### config.mk
export PLATFORM = sky130hd
export DESIGN_NAME = scps_tables
export DESIGN_NICKNAME = d
export VERILOG_FILES = /design/src/design/scps_pkg.sv /design/src/design/scps_tables.sv
export SDC_FILE = /design/constraint.sdc
export NUM_CORES = 2
export LEC_CHECK = 0
export BUFFER_PORTS_ARGS = -buffer_cell sky130_fd_sc_hd__buf_4
export CAP_MARGIN = 5
export CORE_AREA = 4 4 695 697
export CTS_BUF_LIST = sky130_fd_sc_hd__clkbuf_4
export DETAILED_ROUTE_END_ITERATION = 12
export DIE_AREA = 0 0 699 701
export PLACE_DENSITY = 0.3
export SETUP_SLACK_MARGIN = 0.4
export SYNTH_ARGS = -nofsm -noshare
export SYNTH_HDL_FRONTEND = slang
export SYNTH_SLANG_ARGS = --single-unit
### constraint.sdc
create_clock -name clk -period 19.27 [get_ports clk]
set_input_delay 3.854 -clock clk [delete_from_list [all_inputs] [get_ports clk]]
set_output_delay 3.854 -clock clk [all_outputs]
set_load 0.05 [all_outputs]
### src/design/scps_pkg.sv
// scps_pkg: shared types, constants and fixed-point helpers for the S-curve sampler.
// Used by every module of the block except scps_mul; depends on nothing.
package scps_pkg;

  localparam int TIME_FRAC_BITS = 24;
  localparam int NUM_PHASES     = 7;
  localparam int LAST_EVAL      = NUM_PHASES - 2;
  localparam int PIPE_LAST      = 14;
  localparam int DIV6_SHIFT     = 66;

  localparam logic [61:0] WIDE_CAP   = '1;
  localparam logic [63:0] DIV6_MAGIC = 64'hAAAA_AAAA_AAAA_AAAB;

  localparam logic signed [63:0] POS_MAX = 64'sh0000_7FFF_FFFF_FFFF;
  localparam logic signed [63:0] POS_MIN = 64'shFFFF_8000_0000_0000;
  localparam logic signed [63:0] VEL_MAX = 64'sh0000_007F_FFFF_FFFF;
  localparam logic signed [63:0] VEL_MIN = 64'shFFFF_FF80_0000_0000;

  typedef enum logic [2:0] {
    REG_ACCEL_RAMP  = 3'd0,
    REG_ACCEL_HOLD  = 3'd1,
    REG_CRUISE      = 3'd2,
    REG_DECEL_RAMP  = 3'd3,
    REG_DECEL_HOLD  = 3'd4,
    REG_START_VEL   = 3'd5,
    REG_ACCEL_JERK  = 3'd6,
    REG_DECEL_JERK  = 3'd7
  } cfg_reg_t;

  typedef enum logic [2:0] {
    SEQ_IDLE  = 3'b001,
    SEQ_ISSUE = 3'b010,
    SEQ_WAIT  = 3'b100
  } seq_state_t;

  typedef struct packed {
    logic [6:0][34:0] start;
    logic [34:0]      pend;
    logic [6:0][40:0] jk;
    logic [6:0][49:0] a0;
    logic [6:0][39:0] v;
    logic [6:0][47:0] p;
  } tbl_t;

  typedef struct packed {
    logic [31:0] t;
    logic [2:0]  k;
    logic        oor;
  } qitem_t;

  typedef struct packed {
    logic               valid;
    logic [2:0]         k;
    logic [47:0]        pos;
    logic [39:0]        vel;
    logic signed [63:0] acc;
  } wb_t;

  typedef struct packed {
    logic               rec;
    logic [2:0]         k;
    logic               oor;
    logic [31:0]        u;
    logic signed [40:0] jk;
    logic signed [49:0] a0;
    logic signed [39:0] v;
    logic signed [47:0] p;
    logic [39:0]        u2;
    logic [47:0]        u3;
    logic signed [63:0] jku;
    logic signed [63:0] a0u;
    logic signed [63:0] vu;
    logic signed [63:0] acc;
    logic signed [63:0] vt;
    logic signed [63:0] s1;
    logic signed [63:0] jku2;
    logic signed [63:0] a0u2;
    logic signed [63:0] vel;
    logic [61:0]        ju3;
    logic signed [63:0] q;
    logic signed [63:0] pos2;
    logic signed [63:0] pos;
  } ctx_t;

  function automatic logic [61:0] mulq(input logic [127:0] prod, input logic extra);
    logic [127:0] sum;
    logic [127:0] shd;
    sum = prod + (extra ? (128'd1 << TIME_FRAC_BITS) : (128'd1 << (TIME_FRAC_BITS - 1)));
    shd = extra ? (sum >> (TIME_FRAC_BITS + 1)) : (sum >> TIME_FRAC_BITS);
    if (shd > {66'd0, WIDE_CAP}) return WIDE_CAP;
    return shd[61:0];
  endfunction

  function automatic logic signed [63:0] sadd(input logic signed [63:0] a,
                                              input logic signed [63:0] b);
    logic signed [64:0] s;
    s = {a[63], a} + {b[63], b};
    if (s > $signed({3'b000, WIDE_CAP})) return $signed({2'b00, WIDE_CAP});
    if (s < -$signed({3'b000, WIDE_CAP})) return -$signed({2'b00, WIDE_CAP});
    return s[63:0];
  endfunction

  function automatic logic signed [63:0] sgnw(input logic neg, input logic [61:0] mag);
    logic [63:0] m;
    m = {2'b00, mag};
    return $signed(neg ? (~m + 64'd1) : m);
  endfunction

  function automatic logic [63:0] absw(input logic signed [63:0] x);
    return $unsigned(x[63] ? -x : x);
  endfunction

  function automatic logic [47:0] clamp48(input logic signed [63:0] x);
    if (x > POS_MAX) return POS_MAX[47:0];
    if (x < POS_MIN) return POS_MIN[47:0];
    return x[47:0];
  endfunction

  function automatic logic [39:0] clamp40(input logic signed [63:0] x);
    if (x > VEL_MAX) return VEL_MAX[39:0];
    if (x < VEL_MIN) return VEL_MIN[39:0];
    return x[39:0];
  endfunction

endpackage

### src/design/scps_tables.sv
// scps_tables: configuration registers, phase tables and the sequencer that
// rebuilds phase start values through the back pipeline. Depends on scps_pkg.
module scps_tables import scps_pkg::*; (
  input  logic        clk,
  input  logic        rst_n,
  input  logic        cfg_we,
  input  logic [2:0]  cfg_index,
  input  logic [39:0] cfg_data,
  input  wb_t         wb,
  input  logic        rec_take,
  output tbl_t        tbl,
  output logic        rec_req,
  output logic [2:0]  rec_k,
  output logic [31:0] rec_u,
  output logic        busy,
  output logic        flush
);

  logic [31:0] accel_ramp_r, accel_hold_r, cruise_r, decel_ramp_r, decel_hold_r;
  logic [39:0] start_vel_r, accel_jerk_r, decel_jerk_r;
  logic [31:0] dur [0:NUM_PHASES-1];
  logic [34:0] st_nxt [0:NUM_PHASES];
  logic [34:0] start_r [0:NUM_PHASES-1];
  logic [34:0] pend_r;
  logic [39:0] vtab_r [1:NUM_PHASES-1];
  logic [47:0] ptab_r [1:NUM_PHASES-1];
  logic [49:0] pa_r, pdn_r;
  logic [39:0] v0;
  logic [40:0] ja, jd;
  seq_state_t  state_r, state_nxt;
  logic [2:0]  seq_k_r, seq_k_nxt;
  logic        wb_take;

  always_ff @(posedge clk) begin
    if (!rst_n) begin
      accel_ramp_r <= '0;
      accel_hold_r <= '0;
      cruise_r     <= '0;
      decel_ramp_r <= '0;
      decel_hold_r <= '0;
      start_vel_r  <= '0;
      accel_jerk_r <= '0;
      decel_jerk_r <= '0;
    end else if (cfg_we) begin
      unique case (cfg_reg_t'(cfg_index))
        REG_ACCEL_RAMP: accel_ramp_r <= cfg_data[31:0];
        REG_ACCEL_HOLD: accel_hold_r <= cfg_data[31:0];
        REG_CRUISE:     cruise_r     <= cfg_data[31:0];
        REG_DECEL_RAMP: decel_ramp_r <= cfg_data[31:0];
        REG_DECEL_HOLD: decel_hold_r <= cfg_data[31:0];
        REG_START_VEL:  start_vel_r  <= cfg_data;
        REG_ACCEL_JERK: accel_jerk_r <= cfg_data;
        REG_DECEL_JERK: decel_jerk_r <= cfg_data;
        default: ;
      endcase
    end
  end

  always_comb begin
    dur[0] = accel_ramp_r;
    dur[1] = accel_hold_r;
    dur[2] = accel_ramp_r;
    dur[3] = cruise_r;
    dur[4] = decel_ramp_r;
    dur[5] = decel_hold_r;
    dur[6] = decel_ramp_r;
    st_nxt[0] = '0;
    for (int i = 1; i <= NUM_PHASES; i++) begin
      st_nxt[i] = st_nxt[i-1] + {3'b000, dur[i-1]};
    end
  end

  always_ff @(posedge clk) begin
    if (!rst_n) begin
      for (int i = 0; i < NUM_PHASES; i++) start_r[i] <= '0;
      pend_r <= '0;
    end else begin
      for (int i = 0; i < NUM_PHASES; i++) start_r[i] <= st_nxt[i];
      pend_r <= st_nxt[NUM_PHASES];
    end
  end

  assign v0 = start_vel_r[39] ? VEL_MAX[39:0] : start_vel_r;
  assign ja = {1'b0, accel_jerk_r};
  assign jd = {1'b0, decel_jerk_r};

  always_comb begin
    tbl.pend  = pend_r;
    tbl.jk[0] = ja;
    tbl.jk[1] = '0;
    tbl.jk[2] = -ja;
    tbl.jk[3] = '0;
    tbl.jk[4] = -jd;
    tbl.jk[5] = '0;
    tbl.jk[6] = jd;
    tbl.a0[0] = '0;
    tbl.a0[1] = pa_r;
    tbl.a0[2] = pa_r;
    tbl.a0[3] = '0;
    tbl.a0[4] = '0;
    tbl.a0[5] = pdn_r;
    tbl.a0[6] = pdn_r;
    tbl.v[0]  = v0;
    tbl.p[0]  = '0;
    for (int i = 0; i < NUM_PHASES; i++) tbl.start[i] = start_r[i];
    for (int i = 1; i < NUM_PHASES; i++) begin
      tbl.v[i] = vtab_r[i];
      tbl.p[i] = ptab_r[i];
    end
  end

  assign wb_take = (state_r == SEQ_WAIT) && wb.valid && !cfg_we;

  always_comb begin
    state_nxt = state_r;
    seq_k_nxt = seq_k_r;
    unique case (state_r)
      SEQ_IDLE: ;
      SEQ_ISSUE: begin
        if (rec_take) state_nxt = SEQ_WAIT;
      end
      SEQ_WAIT: begin
        if (wb.valid) begin
          if (seq_k_r == 3'(LAST_EVAL)) begin
            state_nxt = SEQ_IDLE;
          end else begin
            seq_k_nxt = seq_k_r + 3'd1;
            state_nxt = SEQ_ISSUE;
          end
        end
      end
      default: state_nxt = SEQ_IDLE;
    endcase
    if (cfg_we) begin
      state_nxt = SEQ_ISSUE;
      seq_k_nxt = '0;
    end
  end

  always_ff @(posedge clk) begin
    if (!rst_n) begin
      state_r <= SEQ_IDLE;
      seq_k_r <= '0;
      pa_r    <= '0;
      pdn_r   <= '0;
      for (int i = 1; i < NUM_PHASES; i++) begin
        vtab_r[i] <= '0;
        ptab_r[i] <= '0;
      end
    end else begin
      state_r <= state_nxt;
      seq_k_r <= seq_k_nxt;
      if (wb_take) begin
        for (int i = 1; i < NUM_PHASES; i++) begin
          if (seq_k_r == 3'(i - 1)) begin
            vtab_r[i] <= wb.vel;
            ptab_r[i] <= wb.pos;
          end
        end
        if (seq_k_r == 3'd0) pa_r <= wb.acc[49:0];
        if (seq_k_r == 3'd4) pdn_r <= wb.acc[49:0];
      end
    end
  end

  assign rec_req = (state_r == SEQ_ISSUE);
  assign rec_k   = seq_k_r;
  assign rec_u   = dur[seq_k_r];
  assign busy    = (state_r != SEQ_IDLE);
  assign flush   = cfg_we;

endmodule

==> flow_metrics.tcl <==
set metrics [dict create \
    cts_tree "done" \
    cp_max_fo 6 \
    slew_headroom_pct 20.1 \
    critPathArrivalTime_ps 14930 \
    fin_worst_skew_ps 166 \
    numCtsBuffers 372 \
    status "complete, no violations" \
    io_buffers 1391 \
    drc 0 \
    synth.distinct_cells 94 \
    layout_setup_ws_ps 5540 \
    cts_resized 0 \
    end_kind "flip-flop" \
    htree_levels 5 \
    worstMarginPinSlew_ps 1200 \
    core_mm2 0.477 \
    ys_ff_latch 1153 \
    cts_setup_buffers 0 \
    setup-tns-final_ps 0 \
    drtIter0Drc 2307 \
    final-setup-viol-count 0 \
    yosysTopAreaCellShare_pct 28.8 \
    final_antenna_net_count 0 \
    grt_max_degree 126 \
    fin_nets 7338 \
    crit_path_frequent_cell "a21oi_1" \
    start_util_pct 11.5 \
    synthCells 5479 \
    crit_path_top_delay_cell "a211oi_2" \
    design_area_mm2 0.0756 \
    first_pass_iters 7 \
    area_delta_synth_final_pct 37.5 \
    layout-drive-gt1-share_pct 29.5 \
    powerDensity_mw_per_mm2 86.0 \
    hold_class "flip-flop to flip-flop" \
    placed_area_mm2 0.0709 \
    clkTransAtPathRegs_ps 60 \
    cts.path.max_buffers 4 \
    final-hold-violation-count 0 \
    total_leakage_power_nw 31.9 \
    cap_violations 0 \
    grt_antenna_before_repair 49 \
    critPathMaxStageDelay_ps 670 \
    yosys.cell_count.top_type "and2_1" \
    cts_sinks 1153 \
    async_flop_share_pct 0 \
    netlist_area_mm2 0.0550 \
    grt_use_total_pct 12.8 \
    fillers 53700 \
    grt_pass1_wl_mm 428 \
    synth_commonest_cells "and2_1 (724), nand2_1 (686), dfxtp_1 (625)" \
    ys_warn_count 0 \
    num_rows 254 \
    viasPerCell 3.34 \
    place_ws_ps 5040 \
    period_minus_slack_ps 13730 \
    die-area_mm2 0.490 \
    start_kind "flip-flop" \
    fmaxAchievable_mhz 72.8 \
    required_ps 20470 \
    die_h_um 701 \
    rr_startpoint "accel_ramp_r[0]" \
    wl_per_cell_um 24.2 \
    globalplace.congestion 0.836 \
    regToRegSetupSlack_ps 5540 \
    syn_avg_cell_area_um2 10.0 \
    rsz0062_at_grt "no" \
    vias 45600 \
    grt_pass1_vias 46400 \
    ys.flop_type "dfxtp_1" \
    yosysSeqAreaShare_pct 51.6 \
    crit_path_start "accel_ramp_r[0]" \
    grt_overflow 0 \
    holdCritStartpoint "start_vel_r[12]" \
    dp_hpwl_mm 261 \
    yosysTopAreaCell "edfxtp_1" \
    wl_mm 330 \
    irDropWorstVdd_v 0.0000403 \
    clock_latency_ps 1420 \
    drv_slew 0 \
    synth_edf_count 528 \
    cts_hold_buf 0 \
    io_pins 1774 \
    crit_type "flip-flop to flip-flop" \
    chipWidth_um 699 \
    post-route-period-util_pct 71.2 \
    hold-worst-slack_ps 449 \
    synthTopCellsByArea "edfxtp_1 (29%), dfxtp_1 (23%), and2_1 (8.2%)" \
    cts_root_buffer "clkbuf_4" \
]
-- area by class of cell --
class / instances / area, um2 / area share (%)
sequential: 1153 / 28400 / 37.5
multi-input combinational: 3881 / 23300 / 30.9
timing repair buffer: 1447 / 10900 / 14.4
tap: 6400 / 8010 / 10.6
clock buffer: 516 / 3870 / 5.12
clock inverter: 133 / 734 / 0.971
inverter: 69 / 275 / 0.364
antenna: 41 / 103 / 0.136
-- sequential cells by signal, indices dropped and copies added (netlist names), 35 cells and up --
| signal | flops |
|---|---|
| accel_jerk_r | 40 |
| decel_jerk_r | 40 |
| pa_r | 50 |
| pdn_r | 50 |
| pend_r | 35 |
| ptab_r | 288 |
| start_r | 204 |
| start_vel_r | 40 |
| vtab_r | 240 |
-- path summary, 6_finish.rpt --
kind | end | depth (start not counted)
setup / recovery | pend_r[34] | 54
hold reg to reg | start_vel_r[12] | 2
setup reg to reg | pend_r[34] | 54
hold / removal | start_vel_r[12] | 2
-- metrics by stage --
stage,utilization [%],power [mW],instances
floorplan,-,3.58,5843
global placement,14.9,4.02,13000
detailed placement,14.9,4.02,13000
CTS,15.8,6.73,13600
global route,15.8,6.88,13600
finish,15.8,6.50,13600
-- power by group --
group / total [mW] / internal, mW / switching (mW) / leakage, nW
clock: 2.57 / 1.29 / 1.28 / 2.72
combinational: 1.26 / 0.279 / 0.985 / 18.7
sequential: 2.67 / 2.63 / 0.0427 / 10.5
total: 6.50 / 4.20 / 2.30 / 31.9
-- worst max-delay path: cells and delay by family (launching register included) --
family	cells	cell delay (ps)
buffers and inverters	4	770
DFF	1	400
xor gates and xnor gates	5	820
adders and majority gates	6	2120
muxes	2	440
AOI/OAI and AO/OA	26	6820
and+or+nand+nor	11	2130
-- layer usage --
layer / global-route usage (%) / part of all wire, %
met5: 0 / 0.053
met4: 5.24 / 4.3
met3: 3.29 / 6.8
met2: 23.8 / 52
met1: 13.6 / 37
-- cells by family (layout without fill, tap and decap cells) --
kind of cell             after synthesis  in the layout  synth area share [%]
AO/OA/AOI/OAI                       1021           1021                  11.6
XOR/XNOR                             239            239                  3.85
adder cells (fa/ha/maj)              211            211                  4.88
buffers and inverters                809           2165                  8.84
flip-flops                          1153           1153                  51.6
multiplexers                          36             36                 0.667
other                                  1            406               0.00682
AND/OR/NAND/NOR                     2009           2009                  18.5
-- placed cells by master, fill, tap and decap left out, types with 205 or more instances in the layout --
| master | count |
|---|---|
| conb_1 | 365 |
| dfxtp_1 | 621 |
| clkbuf_4 | 516 |
| nand2_1 | 680 |
| a21oi_1 | 518 |
| buf_4 | 1444 |
| edfxtp_1 | 528 |
| nor2_1 | 229 |
| and2_1 | 724 |
| ha_1 | 205 |
Power figures use the tool's default switching activity.
