<file path="src/design/scps_pkg.sv">
// scps_pkg: shared types, constants and fixed-point helpers for the S-curve sampler.
// Used by every module of the block except scps_mul; depends on nothing.
package scps_pkg;

  localparam int TIME_FRAC_BITS = 24;
  localparam int NUM_PHASES     = 7;
  localparam int LAST_EVAL      = NUM_PHASES - 2;
  localparam int PIPE_LAST      = 14;
  localparam int DIV6_SHIFT     = 66;

  localparam logic [61:0] WIDE_CAP   = '1;
  localparam logic [63:0] DIV6_MAGIC = 64'hAAAA_AAAA_AAAA_AAAB;

  localparam logic signed [63:0] POS_MAX = 64'sh0000_7FFF_FFFF_FFFF;
  localparam logic signed [63:0] POS_MIN = 64'shFFFF_8000_0000_0000;
  localparam logic signed [63:0] VEL_MAX = 64'sh0000_007F_FFFF_FFFF;
  localparam logic signed [63:0] VEL_MIN = 64'shFFFF_FF80_0000_0000;

  typedef enum logic [2:0] {
    REG_ACCEL_RAMP  = 3'd0,
    REG_ACCEL_HOLD  = 3'd1,
    REG_CRUISE      = 3'd2,
    REG_DECEL_RAMP  = 3'd3,
    REG_DECEL_HOLD  = 3'd4,
    REG_START_VEL   = 3'd5,
    REG_ACCEL_JERK  = 3'd6,
    REG_DECEL_JERK  = 3'd7
  } cfg_reg_t;

  typedef enum logic [2:0] {
    SEQ_IDLE  = 3'b001,
    SEQ_ISSUE = 3'b010,
    SEQ_WAIT  = 3'b100
  } seq_state_t;

  typedef struct packed {
    logic [6:0][34:0] start;
    logic [34:0]      pend;
    logic [6:0][40:0] jk;
    logic [6:0][49:0] a0;
    logic [6:0][39:0] v;
    logic [6:0][47:0] p;
  } tbl_t;

  typedef struct packed {
    logic [31:0] t;
    logic [2:0]  k;
    logic        oor;
  } qitem_t;

  typedef struct packed {
    logic               valid;
    logic [2:0]         k;
    logic [47:0]        pos;
    logic [39:0]        vel;
    logic signed [63:0] acc;
  } wb_t;

  typedef struct packed {
    logic               rec;
    logic [2:0]         k;
    logic               oor;
    logic [31:0]        u;
    logic signed [40:0] jk;
    logic signed [49:0] a0;
    logic signed [39:0] v;
    logic signed [47:0] p;
    logic [39:0]        u2;
    logic [47:0]        u3;
    logic signed [63:0] jku;
    logic signed [63:0] a0u;
    logic signed [63:0] vu;
    logic signed [63:0] acc;
    logic signed [63:0] vt;
    logic signed [63:0] s1;
    logic signed [63:0] jku2;
    logic signed [63:0] a0u2;
    logic signed [63:0] vel;
    logic [61:0]        ju3;
    logic signed [63:0] q;
    logic signed [63:0] pos2;
    logic signed [63:0] pos;
  } ctx_t;

  function automatic logic [61:0] mulq(input logic [127:0] prod, input logic extra);
    logic [127:0] sum;
    logic [127:0] shd;
    sum = prod + (extra ? (128'd1 << TIME_FRAC_BITS) : (128'd1 << (TIME_FRAC_BITS - 1)));
    shd = extra ? (sum >> (TIME_FRAC_BITS + 1)) : (sum >> TIME_FRAC_BITS);
    if (shd > {66'd0, WIDE_CAP}) return WIDE_CAP;
    return shd[61:0];
  endfunction

  function automatic logic signed [63:0] sadd(input logic signed [63:0] a,
                                              input logic signed [63:0] b);
    logic signed [64:0] s;
    s = {a[63], a} + {b[63], b};
    if (s > $signed({3'b000, WIDE_CAP})) return $signed({2'b00, WIDE_CAP});
    if (s < -$signed({3'b000, WIDE_CAP})) return -$signed({2'b00, WIDE_CAP});
    return s[63:0];
  endfunction

  function automatic logic signed [63:0] sgnw(input logic neg, input logic [61:0] mag);
    logic [63:0] m;
    m = {2'b00, mag};
    return $signed(neg ? (~m + 64'd1) : m);
  endfunction

  function automatic logic [63:0] absw(input logic signed [63:0] x);
    return $unsigned(x[63] ? -x : x);
  endfunction

  function automatic logic [47:0] clamp48(input logic signed [63:0] x);
    if (x > POS_MAX) return POS_MAX[47:0];
    if (x < POS_MIN) return POS_MIN[47:0];
    return x[47:0];
  endfunction

  function automatic logic [39:0] clamp40(input logic signed [63:0] x);
    if (x > VEL_MAX) return VEL_MAX[39:0];
    if (x < VEL_MIN) return VEL_MIN[39:0];
    return x[39:0];
  endfunction

endpackage

</file>
<file path="src/design/scps_front.sv">
// scps_front: takes sample requests, finds the phase and the end-of-profile flag,
// and holds them in a two-entry queue for the back pipeline. Depends on scps_pkg.
module scps_front import scps_pkg::*; (
  input  logic        clk,
  input  logic        rst_n,
  input  logic        in_valid,
  output logic        in_stall,
  input  logic [31:0] in_sample_time,
  input  tbl_t        tbl,
  input  logic        busy,
  input  logic        cfg_we,
  input  logic        pop,
  output logic        q_valid,
  output qitem_t      q_item
);

  qitem_t      ent_r [0:1];
  qitem_t      cls;
  logic        rd_r, wr_r;
  logic [1:0]  cnt_r;
  logic        push;

  always_comb begin
    cls.t   = in_sample_time;
    cls.oor = ({3'b000, in_sample_time} >= tbl.pend);
    cls.k   = '0;
    for (int i = 1; i < NUM_PHASES; i++) begin
      if (tbl.start[i] <= {3'b000, in_sample_time}) cls.k = 3'(i);
    end
  end

  assign in_stall = (cnt_r == 2'd2) || busy || cfg_we;
  assign push     = in_valid && !in_stall;
  assign q_valid  = (cnt_r != 2'd0);
  assign q_item   = ent_r[rd_r];

  always_ff @(posedge clk) begin
    if (push) ent_r[wr_r] <= cls;
  end

  always_ff @(posedge clk) begin
    if (!rst_n) begin
      rd_r  <= 1'b0;
      wr_r  <= 1'b0;
      cnt_r <= '0;
    end else begin
      if (push) wr_r <= ~wr_r;
      if (pop) rd_r <= ~rd_r;
      cnt_r <= cnt_r + {1'b0, push} - {1'b0, pop};
    end
  end

endmodule

</file>
<file path="config.mk">
export PLATFORM = sky130hd
export DESIGN_NAME = scps_front
export DESIGN_NICKNAME = d
export VERILOG_FILES = /design/src/design/scps_pkg.sv /design/src/design/scps_front.sv
export SDC_FILE = /design/constraint.sdc
export NUM_CORES = 1
export LEC_CHECK = 0
export ABC_AREA = 1
export ABC_CLOCK_PERIOD_IN_PS = 4900
export BUFFER_PORTS_ARGS = -buffer_cell sky130_fd_sc_hd__buf_2
export CORE_AREA = 2 2 635 637
export CTS_CLUSTER_SIZE = 12
export DETAILED_ROUTE_END_ITERATION = 10
export DIE_AREA = 0 0 637 639
export PLACE_DENSITY = 0.3
export SLEW_MARGIN = 40
export SYNTH_ARGS = -nofsm -noshare
export SYNTH_HDL_FRONTEND = slang
export SYNTH_SLANG_ARGS = --single-unit
</file>
<file path="constraint.sdc">
create_clock -name clk -period 4.9 [get_ports clk]
set_input_delay 0.735 -clock clk [delete_from_list [all_inputs] [get_ports clk]]
set_output_delay 0.735 -clock clk [all_outputs]
set_load 0.02 [all_outputs]
</file>
==> results of run 1 <==
cell type report:
type | count | area (um2) | share of cell area, %
well taps | 5287 | 6620 | 37.2
clock inverters | 6 | 70.1 | 0.394
inverters | 145 | 544 | 3.06
repair buffers | 394 | 2220 | 12.5
flip-flops and latches | 77 | 2270 | 12.7
multi-input cells | 805 | 5810 | 32.7
clock buffers | 10 | 229 | 1.29
diodes | 15 | 37.5 | 0.211
through the flow:
stage,util [%],setup WS (ns)
floorplan,-,1.95
global placement,4.35,0.849
detailed placement,4.36,0.912
CTS,4.43,1.38
global route,4.43,1.29
finish,4.44,1.64
tightest hold or removal path, delay by kind of cell (launching register included):
family,cells,cell delay (ns)
flip-flops,1,0.33
AND/OR/NAND/NOR,2,0.15
Yosys cell counts, drive strengths merged, types with 2 or more instances:
cell type,instances
a21o,5
o21ai,30
dfxtp,5
nor3b,2
nor2,79
a21oi,99
nand4,35
nand3b,3
nand2,218
or2,4
buf,3
mux2,36
nor4,7
ha,226
nand3,32
nor3,13
inv,144
edfxtp,72
o21a,5
power by group through the flow:
| stage | clock [mW] | combinational, mW | sequential, mW |
|---|---|---|---|
| after floorplan | 0 | 0.428 | 0.758 |
| after global placement | 0 | 1.01 | 0.769 |
| after detailed placement | 0 | 1.02 | 0.770 |
| after CTS | 0.866 | 1.02 | 0.755 |
| after global routing | 0.861 | 1.09 | 0.756 |
| final | 0.782 | 0.954 | 0.753 |
sequential cells by signal (all words and copies together) (netlist names), named ones only:
register	cells
wr_r	1
ent_r	72
rd_r	1
cnt_r	2
logic make-up after synthesis:
kind of cell | after synthesis
adders and majority gates | 226
DFF | 77
and+or+nand+nor | 395
buffers and inverters | 149
muxes | 36
xor gates and xnor gates | 1
AOI/OAI and AO/OA | 147
path summary, 6_finish.rpt:
kind,start,endpoint,slack (ns),cells after the start
worst max register to register,cnt_r[0],ent_r[1][17],2.75,5
worst max-delay path,in_sample_time[18],ent_r[0][1],1.64,15
worst min register to register,rd_r,rd_r,0.50,2
worst min-delay path,rd_r,rd_r,0.50,2
per-layer routing:
metal	wire, um	vias to the layer above
li1	-	4428
met1	27900	4186
met2	50500	309
met3	4250	103
met4	2330	14
met5	93	-
==> summary.md, run 1 <==
| Metric | Value |
|---|---|
| Status | `finished clean` |
| Top post-synthesis cells by area | `ha_1 33%, edfxtp_1 25%, nand2_1 9.5%, inv_1 6.0%, a21oi_1 5.6%` |
| Syn Inst Count | `between 1k and 1.5k` |
| CTS tree | `yes` |
| Routed WL | `85100 um` |
| Syn_nets | `2828` |
| Overall routing resource usage | `4.11%` |
| Final Max Tran Viols | `0` |
| Most common cell after layout, fill and taps aside | `buf_2` |
| Clock root buffer | `clkbuf_16` |
| Placed insts | `6708` |
| Mapped cell area | `8590 um2` |
| Post-synthesis xor/xnor area fraction | `0.102%` |
| GRT overflow | `0` |
| NetSw | `1.00 mW` |
| Hpwl dp | `around 79000 um` |
| Element type at the critical path end | `register` |
| # fillers | `around 47k` |
| Core area | `~400000 um2` |
| Cell mode on critical path | `nand2_1` |
| Die area | `407000 um2` |
| Most frequent cells in the layout | `320 x buf_2, 226 x ha_1, 218 x nand2_1, 137 x inv_1, 93 x a21oi_1` |
| Largest net degree at the start of global routing | `32` |
| CP cell instances | `buf_2 > inv_1 > buf_4 > ha_1 > nand4_1 > nor2_1 > buf_4 > nand2_1 > nor2_1 > nor2_1 > a21oi_2 > nand2_1 > nand2_1 > nand2_1 > a21oi_2` |
| Flop pwr share | `30.3%` |
| Crit-path slowest cell | `nor2_1` |
| 1st-pass router iterations | `7` |
| Final period utilization | `about two thirds` |
| Min-delay worst type | `reg -> reg` |
| Leak Pwr | `6.08 nW` |
| Clock share of power | `31.4%` |
| Synth Area in Compound Gates | `9.27%` |
| Post-synthesis sequential area ratio | `26.3%` |
| Drt wl/cell | `12.6 um` |
| Req. time, crit path | `5.15 ns` |
| Setup Viol. Count Final | `0` |
| Met3 Usage GRT | `less than 1%` |
| Synth Area in Adders | `32.9%` |
| CP top delay family | `simple AND/OR/NAND/NOR gates` |
| Clock Skews | `around 0.018 ns` |
| Chip width | `637 um` |
| Starting density of the core | `2.14%` |
| Nets@finish | `3229` |
| Pwr Total | `between 2 and 2.5 mW` |
| Cell Pwr Density | `140 nW/um2` |
| 1st-iter DRT viols | `356` |
| Synth Area in Simple Gates | `20.1%` |
| Chip Height | `639 um` |
| Clk buf depth | `2` |
| Tmin final | `3.26 ns` |
| Worst-path clk slew | `0.07 ns` |
| DP Area | `17500 um2` |
| Async SR Flop Fraction | `0%` |
| Combinational power share | `around two fifths` |
| Worst relative slew slack | `47.9%` |
| Synthesis Warnings | `0` |
| Routability Congestion | `0.691` |
| Post-Syn Area per Cell | `between 8 and 9 um2` |
| Crit path DAT | `3.51 ns` |
| Clk sinks | `between 70 and 80` |
| Switch share | `around two fifths` |
| Skew-Pair Late Insertion Delay | `0.41 ns` |
| Critical path class | `in -> reg` |
| Share of layout cells above drive strength 1 | `33.3%` |
| Fin cells | `6739` |
| CP Max Fanout | `4` |
| Ports | `~1.6k` |
| Met2 usage in global routing | `8.65%` |
| Antenna viol nets, final | `0` |
| Post-synthesis mux area share | `4.72%` |
| Largest family of logic cells by synthesized area | `adder cells` |
| Hold slack final | `0.503 ns` |
| Startpoint types | `primary input` |
| Gr busiest metal | `met2` |
| Buffers & Inverters on Critical Path | `4` |
| Setup TNS | `0 ns` |
| FF+latch count, synth | `77` |
| Antenna violations before repair | `77` |
| Avg Vias per Cell | `1.34` |
| Main synth FF type | `edfxtp_1` |
| Post-CTS sizing | `0` |
| Postcts setup bufs | `0` |
| Vias | `9040` |
| RSZ-0062 raised after global routing | `false` |
| # hold bufs at CTS | `0` |
| Area grow syn2layout | `107%` |
| Synth cell types | `41` |
| Crit path largest cell delay | `0.47 ns` |
| Worst slew pin tran | `between 0.7 and 0.8 ns` |
| Largest area contributor in the synthesized netlist | `ha_1` |
| Internal power | `1.49 mW` |
| Number of global-route vias before repair | `9137` |
| Peak VDD IR | `0.186 mV` |
| Port buffer count | `320` |
| Hold Violations, Final | `0` |
| Total clock buffers created by CTS | `9` |
| Fmax | `307 MHz` |
| Final instance area | `around 18000 um2` |
| Number of max-cap violations | `0` |
| Residual DRC | `0` |
| EDFF count, synth | `72` |
| H-tree levels | `3` |
| M1 GR Usage | `under 10%` |
| Placement Rows | `233` |
| Post-synth top area share | `32.9%` |
| First-pass GRT wire length | `102000 um` |
Power figures use the tool's default switching activity.
==> inputs of run 2 (changes only) <==
--- a/config.mk
+++ b/config.mk
@@ -5,13 +5,13 @@
 export SDC_FILE = /design/constraint.sdc
 export NUM_CORES = 1
 export LEC_CHECK = 0
-export ABC_AREA = 1
-export ABC_CLOCK_PERIOD_IN_PS = 4900
+export ABC_AREA = 0
+export ABC_CLOCK_PERIOD_IN_PS = 2600
 export BUFFER_PORTS_ARGS = -buffer_cell sky130_fd_sc_hd__buf_2
-export CORE_AREA = 2 2 635 637
+export CORE_AREA = 2 2 631 633
 export CTS_CLUSTER_SIZE = 12
 export DETAILED_ROUTE_END_ITERATION = 10
-export DIE_AREA = 0 0 637 639
+export DIE_AREA = 0 0 633 635
 export PLACE_DENSITY = 0.3
 export SLEW_MARGIN = 40
 export SYNTH_ARGS = -nofsm -noshare
==> constraint.sdc (replaced) <==
create_clock -name clk -period 2.6 [get_ports clk]
set_input_delay 0.39 -clock clk [delete_from_list [all_inputs] [get_ports clk]]
set_output_delay 0.39 -clock clk [all_outputs]
set_load 0.02 [all_outputs]
==> summary.md, run 2 <==
| Metric | Value |
|---|---|
| Status | `complete, but fails checks` |
| Failing checks | `setup timing` |
| # fillers | `46.9k` |
| Fmax | `355 MHz` |
| Hold slack final | `between 0.2 and 0.25 ns` |
| Hold Violations, Final | `0` |
| Largest area contributor in the synthesized netlist | `ha_1` |
| R2R setup slack | `between 0.7 and 0.8 ns` |
| Req. time, crit path | `2.76 ns` |
| Worst-path clk slew | `0.09 ns` |
| Residual DRC | `0` |
| GRT overflow | `0` |
| Async SR Flop Fraction | `0%` |
| Synth Area in Simple Gates | `12.5%` |
| Reg with most FFs | `ent_r` |
| FF+latch area | `approximately 2300 um2` |
| Cell mode on critical path | `a211oi_4` |
| Placement Rows | `231` |
| Min-delay worst type | `in -> reg` |
| Starting density of the core | `a little over 2%` |
| Post-synthesis sequential area ratio | `28.2%` |
| Port buffer count | `320` |
| Hpwl dp | `72000 um` |
| Buffers & Inverters on Critical Path | `2` |
| Post-Syn Area per Cell | `10.1 um2` |
| Synth Area in Compound Gates | `between 10% and 20%` |
| Setup Viol. Count Final | `6` |
| Post-synthesis xor/xnor area fraction | `0.328%` |
| # hold bufs at CTS | `0` |
| Post-route worst setup slack | `-0.216 ns` |
| Most common cell after layout, fill and taps aside | `buf_2` |
| Number of max-cap violations | `0` |
| Largest net degree at the start of global routing | `38` |
| Routability Congestion | `0.758` |
| Final Max Tran Viols | `0` |
| Skew-Pair Late Insertion Delay | `0.41 ns` |
| CTS tree | `yes` |
| Crit-path slowest cell | `a211oi_4` |
| Clock root buffer | `clkbuf_16` |
| Post-synth top area share | `35.3%` |
| Startpoint types | `primary input` |
| Number of global-route vias before repair | `8811` |
| CP top delay family | `compound AO/OA/AOI/OAI gates` |
| Antenna violations before repair | `74` |
| Leak Pwr | `around 6.2 nW` |
| Synthesis Warnings | `0` |
| Avg Vias per Cell | `1.28` |
| Chip Height | `635 um` |
| Overall routing resource usage | `3.80%` |
| Fin cells | `6576` |
| Synth cell count leaders | `226 x ha_1, 80 x inv_1, 72 x edfxtp_1` |
| Max reg flops | `slightly above 70` |
| Area grow syn2layout | `131%` |
| Syn_nets | `2589` |
| Synth Area in Adders | `a little over a third` |
| EDFF count, synth | `about 70` |
| Placed insts | `6522` |
| Crit path from | `tbl[1329]` |
| Vias | `8429` |
| 1st-iter DRT viols | `between 200 and 250` |
| RR Startpoint | `cnt_r[0]` |
| Drt wl/cell | `11.8 um` |
| Main synth FF type | `edfxtp_1` |
| Die area | `402000 um2` |
| Syn Inst Count | `792` |
| WP depth | `10` |
| Nets@finish | `3096` |
| Total clock buffers created by CTS | `9` |
| Post-synthesis mux area share | `5.05%` |
| Core area | `395000 um2` |
| Pwr Total | `4.71 mW` |
| Most frequent cells in the layout | `315 x buf_2, 219 x ha_1, 154 x buf_4, 74 x inv_1, 72 x edfxtp_1` |
| Element type at the critical path end | `register` |
| 1st-pass router iterations | `4` |
| Antenna viol nets, final | `0` |
| Crit path largest cell delay | `0.44 ns` |
| Worst relative slew slack | `61.8%` |
| Largest family of logic cells by synthesized area | `adder cells` |
| CP cell instances | `buf_2 > ha_4 > nand4_1 > buf_12 > or3_4 > a211oi_4 > nor4b_4 > a211oi_4 > nor3_2 > o311a_1` |
| Hold path endpoint | `ent_r[0][30]` |
| Tmin final | `2.82 ns` |
| Top post-synthesis cells by area | `ha_1 35%, edfxtp_1 27%, mux2_2 5.1%, a21oi_1 3.8%, inv_1 3.7%` |
| Clock Skews | `~0.017 ns` |
| Pre-CTS setup slack | `-1.48 ns` |
| Clk sinks | `77` |
| Peak VDD IR | `0.349 mV` |
| Routed WL | `around 77000 um` |
| Setup TNS | `-0.676 ns` |
| FF+latch count, synth | `77` |
| Ports | `approximately 1.6k` |
| Share of layout cells above drive strength 1 | `46.7%` |
| Synth cell types | `53` |
| Worst Reg-to-Reg Cells | `9` |
| Hold Crit Start | `in_sample_time[26]` |
| Hold depth | `1` |
| Crit path DAT | `2.97 ns` |
| Final period utilization | `108%` |
| RSZ-0062 raised after global routing | `true` |
| Reg-to-Reg End | `cnt_r[1]` |
| Worst slew pin tran | `0.570 ns` |
| CP Max Fanout | `2` |
| First-pass GRT wire length | `95000 um` |
| Multi-input combinational cell area | `5770 um2` |
| Clk buf depth | `2` |
| Chip width | `633 um` |
| Mapped cell area | `8020 um2` |
| Critical path class | `in -> reg` |
| Cell Pwr Density | `around 250 nW/um2` |
| H-tree levels | `3` |
| Top flop regs | `ent_r x72, cnt_r x2` |
| Top-count cell post-synth | `ha_1` |
-- run 2: worst register-to-register path, cell delays in order, from the launching register on --
cell and delay (ns):
dfxtp_1 0.35, inv_1 0.05, a211oi_1 0.29, buf_4 0.18
nand2_1 0.12, ha_1 0.31, inv_1 0.04, ha_1 0.17
xnor2_1 0.12, and2_1 0.15
-- run 2: layer usage --
metal / share of wire, % / vias up / GRT usage, % / routed length, um
met5: 0.49 / - / 0 / 377
met4: 1.5 / 62 / 1.07 / 1170
met3: 13 / 93 / 2.34 / 9710
met2: 59 / 179 / 7.79 / 45400
met1: 27 / 3974 / 2.82 / 20800
li1: - / 4121 / - / -
-- run 2: final cells by class --
class,instances,share of cell area [%]
Sequential cell,77,12.2
Inverter,80,1.68
Antenna cell,30,0.406
Clock buffer,9,1.22
Timing Repair Buffer,500,17.5
Clock inverter,7,0.311
Tap cell,5242,35.4
Multi-Input combinational cell,631,31.2
-- run 2: kinds of logic after synthesis --
family / after synthesis
adders and majority gates: 226
and+or+nand+nor: 185
AOI/OAI and AO/OA: 181
buffers and inverters: 84
DFF: 77
muxes: 36
xor gates and xnor gates: 3
-- run 2: what timing repair did --
| item | CTS | global route |
|---|---|---|
| buffers inserted | 4 | 5 |
| setup endpoints to repair | 8 | 8 |
| resized for setup | 34 | 35 |
| pin swaps | 17 | 21 |
-- run 2: through the flow --
step	instance area, um2	utilization (%)
3_5_place_dp	17700	4.49
5_1_grt	18500	4.68
2_1_floorplan	8020	-
4_1_cts	18200	4.61
3_3_place_gp	17700	4.49
6_report	18500	4.69
-- run 2: worst max path at each step --
stage,to,slack (ns)
6_report,ent_r[0][1],-0.22
3_3_place_gp,ent_r[0][1],-1.88
5_1_grt,ent_r[0][1],-0.30
2_1_floorplan,ent_r[0][1],0.12
3_5_place_dp,ent_r[1][1],-1.48
4_1_cts,ent_r[0][1],-0.38
-- run 2: where the power goes --
group	switching, mW	leakage [nW]	internal (mW)	total, mW
Combinational	1.05	5.38	0.845	1.89
Sequential	0.0133	0.695	1.40	1.41
Clock	0.745	0.129	0.662	1.41
==> inputs of run 3 (changes only) <==
--- a/config.mk
+++ b/config.mk
@@ -13,6 +13,7 @@
 export DETAILED_ROUTE_END_ITERATION = 10
 export DIE_AREA = 0 0 633 635
 export PLACE_DENSITY = 0.3
+export SETUP_SLACK_MARGIN = 0.15
 export SLEW_MARGIN = 40
 export SYNTH_ARGS = -nofsm -noshare
 export SYNTH_HDL_FRONTEND = slang
==> summary.md, run 3 (same netlist as run 2, synthesis figures left out) <==
| Metric | Value |
|---|---|
| Status | `complete, but fails checks` |
| Failing checks | `setup timing` |
| Most frequent cells in the layout | `310 x buf_2, 203 x ha_1, 145 x buf_4, 72 x edfxtp_1` |
| Largest net degree at the start of global routing | `38` |
| Number of global-route vias before repair | `9138` |
| Chip width | `633 um` |
| Clock root buffer | `clkbuf_16` |
| Most common cell after layout, fill and taps aside | `buf_2` |
| Hold depth | `1` |
| Worst-path clk slew | `0.09 ns` |
| Antenna viol nets, final | `0` |
| Startpoint types | `primary input` |
| Clock share of power | `29.3%` |
| Hpwl dp | `between 70000 and 80000 um` |
| Clk buf depth | `2` |
| Crit-path slowest cell | `a211oi_4` |
| Final design utilization | `4.85%` |
| H-tree levels | `3` |
| Number of max-cap violations | `0` |
| NetSw | `1.88 mW` |
| Crit path DAT | `slightly below 3 ns` |
| DP Area | `17900 um2` |
| Combinational power share | `41.8%` |
| Pwr Total | `4.88 mW` |
| Req. time, crit path | `2.76 ns` |
| Reg with most FFs | `ent_r` |
| Pre-CTS setup slack | `-1.68 ns` |
| Worst Reg-to-Reg Cells | `5` |
| R2R setup slack | `roughly 0.69 ns` |
| Flop pwr share | `28.9%` |
| Die area | `402000 um2` |
| Setup TNS | `-0.355 ns` |
| Share of layout cells above drive strength 1 | `50.0%` |
| Peak VDD IR | `0.304 mV` |
| First-pass GRT wire length | `about 99000 um` |
| Final period utilization | `106%` |
| Avg Vias per Cell | `about 1.3` |
| Overall routing resource usage | `roughly 4.0%` |
| Port buffer count | `320` |
| Setup Viol. Count Final | `4` |
| Hold Violations, Final | `0` |
| Clk sinks | `slightly below 80` |
| Fmax | `roughly 360 MHz` |
| Element type at the critical path end | `register` |
| Top flop regs | `ent_r x72, cnt_r x2` |
| Worst slew pin tran | `0.680 ns` |
| Starting density of the core | `2.03%` |
| Routability Congestion | `0.779` |
| Critical path class | `in -> reg` |
| Leak Pwr | `6.33 nW` |
| Placed insts | `roughly 6.5k` |
| Max reg flops | `slightly above 70` |
| 1st-iter DRT viols | `307` |
| Final instance area | `19200 um2` |
| Tmin final | `2.75 ns` |
| Cell mode on critical path | `a211oi_4` |
| Vias | `8631` |
| Ports | `1609` |
| Post-route worst setup slack | `-0.150 ns` |
| # hold bufs at CTS | `0` |
| RR Startpoint | `cnt_r[0]` |
| Hold Crit Start | `in_sample_time[14]` |
| Final Max Tran Viols | `0` |
| 1st-pass router iterations | `4` |
| Worst relative slew slack | `54.3%` |
| Chip Height | `between 600 and 700 um` |
| Residual DRC | `0` |
| Placement Rows | `about 230` |
| Skew-Pair Late Insertion Delay | `0.41 ns` |
| CTS tree | `yes` |
| Antenna violations before repair | `93` |
| Area grow syn2layout | `139%` |
| Nets@finish | `3103` |
| Hold path endpoint | `ent_r[0][18]` |
| Total clock buffers created by CTS | `9` |
| Drt wl/cell | `12.4 um` |
| Hold slack final | `0.210 ns` |
| Switch share | `38.6%` |
| Fin cells | `6602` |
| Routed WL | `between 80000 and 90000 um` |
| Cell Pwr Density | `255 nW/um2` |
| Core area | `a little under 400000 um2` |
| Reg-to-Reg End | `ent_r[0][29]` |
| Min-delay worst type | `in -> reg` |
| CP cell instances | `buf_2 > inv_2 > ha_4 > and4_4 > nand4_1 > buf_12 > a211oi_4 > nor4b_4 > a211oi_4 > nor3_2 > o311a_1` |
| Internal power | `3.00 mW` |
| Crit path largest cell delay | `just under 0.4 ns` |
| GRT overflow | `0` |
| CP Max Fanout | `4` |
| Clock Skews | `0.0128 ns` |
| RSZ-0062 raised after global routing | `true` |
==> run 3: cell count changes in the layout (fill, tap and decap cells not counted), sizes merged <==
cell      before  now
diode         30   49
buf          500  507
clkinvlp       5    7
inv           81   79
==> run 3: critical path, delay by kind of cell <==
kind / cells / cell delay [ns]
compound gates: 3 / 1.00
simple gates: 4 / 0.73
buf+inv: 3 / 0.50
fa+ha+maj: 1 / 0.26
==> run 3: worst max path at each step <==
stage	from	to	slack, ns	cells past startpoint
finish	in_sample_time[10]	ent_r[1][1]	-0.15	11
global route	in_sample_time[26]	ent_r[1][1]	-0.22	13
global placement	in_sample_time[26]	ent_r[0][1]	-1.68	12
floorplan	in_sample_time[30]	ent_r[0][1]	0.16	8
detailed placement	in_sample_time[26]	ent_r[1][1]	-1.68	12
CTS	in_sample_time[12]	ent_r[1][1]	-0.26	12
==> run 3: layer usage <==
| layer | routed length (um) | up-vias | share of wire (%) | track usage [%] |
|---|---|---|---|---|
| met5 | 304 | - | 0.37 | 0 |
| met4 | 4240 | 54 | 5.2 | 1.88 |
| met3 | 9070 | 119 | 11 | 2.31 |
| met2 | 45200 | 212 | 55 | 7.94 |
| met1 | 22800 | 4085 | 28 | 2.99 |
| li1 | - | 4161 | - | - |
==> run 3: cell type report <==
| cell class | count | area (um2) |
|---|---|---|
| inverter | 80 | 323 |
| clock buffer | 9 | 225 |
| clock inverter | 7 | 57.6 |
| tap | 5242 | 6560 |
| antenna | 49 | 123 |
| fill | 46900 | 376000 |
| timing repair buffer | 507 | 3530 |
| multi-input combinational | 631 | 6070 |
| sequential | 77 | 2260 |
==> run 3: power groups by stage <==
stage	clock network, mW	registers, mW	logic, mW
after floorplan	0	1.44	0.763
final	1.43	1.41	2.04
after detailed placement	0	1.44	1.99
after CTS	1.57	1.41	2.09
after global routing	1.55	1.42	2.28
after global placement	0	1.44	1.96
==> run 3: repair_timing <==
| item | in CTS | in global routing |
|---|---|---|
| endpoints found under the setup margin | 8 | 8 |
| gates resized for setup | 83 | 55 |
| buffers inserted | 14 | 2 |
| pin swaps | 28 | 37 |
